**config.mk**
```make
export PLATFORM = sky130hd
export DESIGN_NAME = scl_fifo
export DESIGN_NICKNAME = d
export VERILOG_FILES = /design/src/scl_fifo.sv
export SDC_FILE = /design/constraint.sdc
export NUM_CORES = 1
export LEC_CHECK = 0
export BUFFER_PORTS_ARGS = -buffer_cell sky130_fd_sc_hd__buf_2
export CELL_PAD_IN_SITES_DETAIL_PLACEMENT = 0
export CELL_PAD_IN_SITES_GLOBAL_PLACEMENT = 1
export CORE_MARGIN = 1.5
export CORE_UTILIZATION = 44
export DETAILED_ROUTE_END_ITERATION = 8
export HOLD_SLACK_MARGIN = 0.12
export PLACE_DENSITY = 0.77
export SYNTH_ARGS = -nofsm -noshare
export SYNTH_HDL_FRONTEND = slang
export SYNTH_SLANG_ARGS = --single-unit
```
**constraint.sdc**
```tcl
create_clock -name clk -period 9.6 [get_ports clk]
set_input_delay 0.96 -clock clk [delete_from_list [all_inputs] [get_ports clk]]
set_output_delay 0.96 -clock clk [all_outputs]
set_load 0.01 [all_outputs]
```
**src/scl_fifo.sv**
```systemverilog
module scl_fifo #(
  parameter int W     = 134,
  parameter int DEPTH = 2
) (
  input  logic         clk,
  input  logic         rst,
  input  logic         push,
  input  logic [W-1:0] push_data,
  output logic         full,
  input  logic         pop,
  output logic         nonempty,
  output logic [W-1:0] pop_data
);

  localparam int AW = $clog2(DEPTH);

  logic [W-1:0] mem [DEPTH];
  logic [AW-1:0] wr_ptr;
  logic [AW-1:0] rd_ptr;
  logic [AW:0]   count;

  assign full     = (count == (AW+1)'(DEPTH));
  assign nonempty = (count != '0);
  assign pop_data = mem[rd_ptr];

  // pointers and fill count
  always_ff @(posedge clk) begin
    if (rst) begin
      wr_ptr <= '0;
      rd_ptr <= '0;
      count  <= '0;
    end else begin
      if (push) begin
        wr_ptr <= (wr_ptr == AW'(DEPTH-1)) ? '0 : wr_ptr + 1'b1;
      end
      if (pop) begin
        rd_ptr <= (rd_ptr == AW'(DEPTH-1)) ? '0 : rd_ptr + 1'b1;
      end
      if (push && !pop) begin
        count <= count + 1'b1;
      end else if (pop && !push) begin
        count <= count - 1'b1;
      end
    end
  end

  // storage
  always_ff @(posedge clk) begin
    if (push) begin
      mem[wr_ptr] <= push_data;
    end
  end

endmodule

```
==> run metrics, run 1 <==
pwr dens=222 nW/um^2; design area=12700 um^2; max-cap violations=0; status=finished, final reports clean; class of the worst hold path=register to register; Critical Path AT=3.14 ns; clock tree skew after final layout=0.00794 ns; Synth top area share=0.796; Die Span Y=155 um; cts repair resizes=0; hold path depth=2; clk slew on worst S/H paths=0.06 ns; element type at the critical path end=primary output; row count=55; syn_area_per_cell=23.0 um^2; vias per cell=4.85; htree depth=1; clock sink total=273; # hold bufs at CTS=0; Vias=5047; Worst R2R Start=wr_ptr; FF-to-FF path depth=2; P&R area growth vs syn=25.7%; sw frac=0.212; commonest non-fill, non-tap cells in the layout=273 x buf_2, 268 x edfxtp_1, 74 x mux2_2, 60 x mux2_4, 29 x clkbuf_16; worst hold start=count[1]; vias in the first global route=5425; GRT Util Overall=0.154; initial antenna violation count=4; maximum vdd drop=0.000138 V; TritonCTS Buffers=28; RSZ-0062 raised after global routing=false; Clock power frac=0.393; # IOs=274; worst skew pair latency=0.52 ns; Net Sw Power=598 uW; layout cell share with drive strength beyond 1=0.606; Post-CTS Setup Repair Bufs=0; post-route antenna net violation count=0; Total Routed Length=18.7 mm; Ys Warns=0; CTS tree=built; wire per inst=18.0 um; Die Wd=155 um; Bufs on Longest Clock Path=3; core area=22600 um^2; DRT iter0 DRCs=233; Final Cycle Share=0.427; count of cell types in the netlist=17; top cells by area, synth=edfxtp_1 80%, mux2_4 8.9%, mux2_2 8.2%; worst path cell trace=buf_4 > mux2_2 > buf_2; remaining routing DRC violations=0; global-route wire length before repair=28.6 mm; CTS root buffer=clkbuf_16; setup_tns=0 ns; Critical Path Start Type=register; Starting Density=0.448; placer congestion estimate=0.743; die area=23900 um^2; Tmin final=4.10 ns; Slew @ Worst Pin=1.15 ns; sequential cell fraction of total power=0.505; Mapped Area=10100 um^2; Hold Vio Cnt, Final=0; PortBufs=273; largest net degree at the start of global routing=77; HPWL Detailed=12.4 mm; Slew HR=0.233; commonest non-fill, non-tap cell in the layout=buf_2; placed cell areas=11800 um^2; Post-Syn Instances=439; slowest stage delay, CP=0.99 ns; Finish-stage setup viols=0; nets@finish=870; Seq/Total Area, Yosys=0.806; Comb pwr share=0.102; Critical Path Slowest Stage Cell=dfxtp_4; Slew Viols, Final=0; post-synth top area cell=edfxtp_1; critical path class=register to primary output; leakage=4.91 nW; Seq cells post-synth=273; Worst Path Max Fanout=76; syn_nets=578; drt first pass iters=4; overflow left after global routing=0; WP data required=8.64 ns; P_int=2.22 mW; Peak Freq=244 MHz
-- sequential cells by signal (all words and copies together) (netlist names), named ones only --
signal  count
count       2
mem       268
rd_ptr      1
wr_ptr      1
-- worst max-delay path: cells and delay by family, from the launching register on --
family                 cells  cell delay [ns]
buffers and inverters      2             1.08
flip-flops                 1             0.99
multiplexers               1             0.42
-- routing by layer --
| metal | routed length [um] | GRT usage |
|---|---|---|
| met2 | 9170 | 0.264 |
| met4 | 520 | 0.0490 |
| met5 | 7 | 0 |
| met3 | 1560 | 0.0488 |
| met1 | 7450 | 0.185 |
-- synth_stat cells (all sizes together) --
library cell	instances
nor2b	2
inv	1
nor2	4
o21ai	1
mux2	134
xnor2	2
and2	1
xor2	2
edfxtp	268
or3	1
ha	1
or2	1
a21oi	1
buf	15
dfxtp	5
-- power by group through the flow --
stage | sequential, mW | combinational (mW) | clock [mW]
6_report | 1.42 | 0.288 | 1.11
5_1_grt | 1.43 | 0.312 | 1.18
4_1_cts | 1.42 | 0.294 | 1.14
3_5_place_dp | 1.45 | 0.293 | 0
3_3_place_gp | 1.44 | 0.286 | 0
2_1_floorplan | 1.44 | 0.185 | 0
-- final timing paths --
path / to / slack [ns]
worst max register to register: mem[1][99] / 7.06
worst max-delay path: pop_data[1] / 5.50
worst min-delay path: count[1] / 0.51
worst min register to register: count[1] / 0.51
-- area by class of cell --
cell class	instances	area (um^2)
flip-flops and latches	273	8150
clock buffers	32	737
multi-input cells	150	1850
clock inverters	19	218
repair buffers	277	1400
well taps	285	357
diodes	3	7.51
fillers	1762	9850
inverters	1	3.75
-- cell families (layout without fill, tap and decap cells) --
group / Yosys count / count (layout) / share of synthesized area
flops: 273 / 273 / 0.806
fa+ha+maj: 1 / 1 / 0.00124
xor+xnor: 4 / 4 / 0.00346
simple gates: 9 / 9 / 0.00458
mux: 134 / 134 / 0.171
compound gates: 2 / 2 / 0.000989
buf+inv: 16 / 329 / 0.0127
other cells: 0 / 3 / 0
-- per-stage QoR --
step	hold WS, ns	utilization	setup slack (ns)	total power [mW]	std cells
after CTS	0.510	0.563	5.40	2.85	1037
after global placement	0.477	0.521	6.06	1.73	986
after detailed placement	0.496	0.521	5.97	1.74	986
after global routing	0.525	0.563	5.29	2.92	1039
final	0.511	0.563	5.50	2.82	1040
after floorplan	0.456	-	2.19	1.63	439
No activity file was read; power rests on OpenSTA's default activity.
==> run 2, diff against run 1 <==
--- a/config.mk
+++ b/config.mk
@@ -5,14 +5,15 @@
 export SDC_FILE = /design/constraint.sdc
 export NUM_CORES = 1
 export LEC_CHECK = 0
+export ABC_AREA = 1
 export BUFFER_PORTS_ARGS = -buffer_cell sky130_fd_sc_hd__buf_2
 export CELL_PAD_IN_SITES_DETAIL_PLACEMENT = 0
 export CELL_PAD_IN_SITES_GLOBAL_PLACEMENT = 1
 export CORE_MARGIN = 1.5
-export CORE_UTILIZATION = 44
+export CORE_UTILIZATION = 40
 export DETAILED_ROUTE_END_ITERATION = 8
 export HOLD_SLACK_MARGIN = 0.12
-export PLACE_DENSITY = 0.77
+export PLACE_DENSITY = 0.74
 export SYNTH_ARGS = -nofsm -noshare
 export SYNTH_HDL_FRONTEND = slang
 export SYNTH_SLANG_ARGS = --single-unit
==> constraint.sdc (replaced) <==
create_clock -name clk -period 3.56 [get_ports clk]
set_input_delay 0.356 -clock clk [delete_from_list [all_inputs] [get_ports clk]]
set_output_delay 0.356 -clock clk [all_outputs]
set_load 0.01 [all_outputs]
==> run 2 against run 1 <==
Net effect: critical path depth stayed put; register-to-register slack worse by 5.3 ns; die area is 10% higher; final cell count is 18% higher; sequential power grew to 2.7 times the previous value; first-iteration DRC count is 7.7% higher; critical endpoint is now pop_data[2].
==> run metrics, run 2 <==
status=finished, final reports clean; HPWL Detailed=12.5 mm; syn_nets=589; Die Span Y=162 um; slowest stage delay, CP=0.68 ns; Final Cycle Share=0.715; Top Registers=mem: 268 flops, count: 2 flops; Seq/Total Area, Yosys=0.804; Synth top area share=0.794; setup_tns=0 ns; cts repair resizes=0; max reg flops=268; commonest non-fill, non-tap cell in the layout=buf_2; area of the multi-input gates=1830 um^2; Post-synth EDFFs=268; Antenna diodes=0; Die Wd=162 um; Slew @ Worst Pin=0.927 ns; PortBufs=273; top cells by area, synth=edfxtp_1 79%, mux2_4 8.9%, mux2_2 8.2%; Mapped Area=10100 um^2; htree depth=1; Tmin final=2.55 ns; initial antenna violation count=0; drt first pass iters=4; overflow left after global routing=0; non-filler cells, final=1229; Reg area=8150 um^2; clock sink total=273; Worst Path Max Fanout=65; Ys Warns=0; clk slew on worst S/H paths=0.06 ns; P&R area growth vs syn=39.5%; top-count cell post-synth=edfxtp_1; nets@finish=1020; remaining routing DRC violations=0; max-cap violations=0; Pwr Total=7.46 mW; Critical Path AT=2.19 ns; synth cell count leaders=268 x edfxtp_1, 74 x mux2_2, 60 x mux2_4; dpl ws=1.54 ns; Critical Path Start Type=register; Buffers & Inverters on Critical Path=2; post-synth top area cell=edfxtp_1; largest net degree at the start of global routing=135; leakage=5.49 nW; count of cell types in the netlist=16; vias in the first global route=5897; die area=26300 um^2; Worst R2R Start=wr_ptr; final setup margin=1.01 ns; element type at the critical path end=primary output; Seq cells post-synth=273; RSZ-0062 raised after global routing=false; CTS tree=built; Starting Density=0.405; Critical Path Slowest Stage Cell=buf_4; worst hold start=rd_ptr; maximum vdd drop=0.000332 V; placed insts=1043; Finish-stage setup viols=0; commonest non-fill, non-tap cells in the layout=273 x buf_2, 268 x edfxtp_1, 138 x dlygate4sd3_1, 74 x mux2_2, 60 x mux2_4; row count=58; Peak Freq=393 MHz; Hold Vio Cnt, Final=0; Biggest register=mem; TritonCTS Buffers=28; syn_area_per_cell=22.5 um^2; most used flip-flop cell after synthesis=edfxtp_1; post-layout util=0.565; Vias=5624; Async SR Flop Fraction=0; CTS root buffer=clkbuf_16; class of the worst hold path=register to register; # IOs=274; GRT Util Overall=0.148; critical path class=register to primary output; Bufs on Longest Clock Path=3; DRT iter0 DRCs=251; WP data required=3.20 ns; pwr dens=528 nW/um^2; Total Routed Length=20.2 mm; Post-Syn Instances=450; Filler Cells Inserted=1922; worst skew pair latency=0.52 ns; post-route antenna net violation count=0; Slew Viols, Final=0; placer congestion estimate=0.709; wire per inst=16.4 um; Post-CTS Setup Repair Bufs=0; global-route wire length before repair=30.6 mm; clock tree skew after final layout=0.00407 ns; Slew HR=0.382; CP delay by family, top=buffers and inverters; layout cell share with drive strength beyond 1=0.501; core area=25000 um^2; vias per cell=4.58; worst path cell trace=buf_4 > mux2_2 > buf_2
==> run 2: cell count changes after synthesis, sizes merged, moves of 2 or more <==
cell,change
nor2,+2
xor2,-2
nand2,+6
inv,+8
nor2b,-2
==> run 2: timing repair <==
item | in CTS | in global routing
hold buffers | 138 | 0
hold endpoints to repair | 272 | 0
setup endpoints to repair | 0 | 0
==> run 2: worst reg2reg max path: cells and delay by family, from the launching register on <==
| kind | cells | cell delay, ns |
|---|---|---|
| DFF | 1 | 0.39 |
| and+or+nand+nor | 1 | 0.13 |
| buffers and inverters | 2 | 0.95 |
==> run 2: path summary, 6_finish.rpt <==
kind / to / slack, ns / depth (start not counted)
max: pop_data[2] / 1.01 / 3
min: rd_ptr / 0.52 / 2
max reg2reg: mem[1][105] / 1.75 / 3
min reg2reg: rd_ptr / 0.52 / 2
==> run 2: cells by family after synthesis <==
| family | after synthesis | share of synthesized area |
|---|---|---|
| buffers and inverters | 24 | 0.0157 |
| xor gates and xnor gates | 1 | 0.000864 |
| muxes | 134 | 0.171 |
| AOI/OAI and AO/OA | 2 | 0.000987 |
| DFF | 273 | 0.804 |
| adders and majority gates | 1 | 0.00123 |
| and+or+nand+nor | 15 | 0.00605 |
==> run 2: through the flow <==
stage | instance area, um^2 | hold WS, ns
after global placement | 11900 | 0.497
after global routing | 14100 | 0.532
final | 14100 | 0.518
after floorplan | 10100 | 0.428
after detailed placement | 11900 | 0.505
after CTS | 14100 | 0.522
==> run 2: power breakdown <==
part	leakage [nW]	switching, mW	internal, mW
Sequential	2.56	0.0419	3.73
Combinational	2.50	0.417	0.476
Clock	0.429	1.11	1.69
Total	5.49	1.57	5.89
==> run 2: metal layers <==
layer | GRT usage | up-vias | wire (um)
li1 | - | 2634 | -
met1 | 0.176 | 2758 | 8000
met2 | 0.264 | 197 | 10400
met3 | 0.0378 | 35 | 1310
met4 | 0.0471 | 0 | 556
met5 | 0 | - | 0
==> run 2: cell type report <==
class / instances / share of cell area
clock buffers: 37 / 0.0534
clock inverters: 11 / 0.00876
inverters: 9 / 0.00274
multi-input cells: 153 / 0.130
flip-flops and latches: 273 / 0.576
well taps: 330 / 0.0292
repair buffers: 416 / 0.200
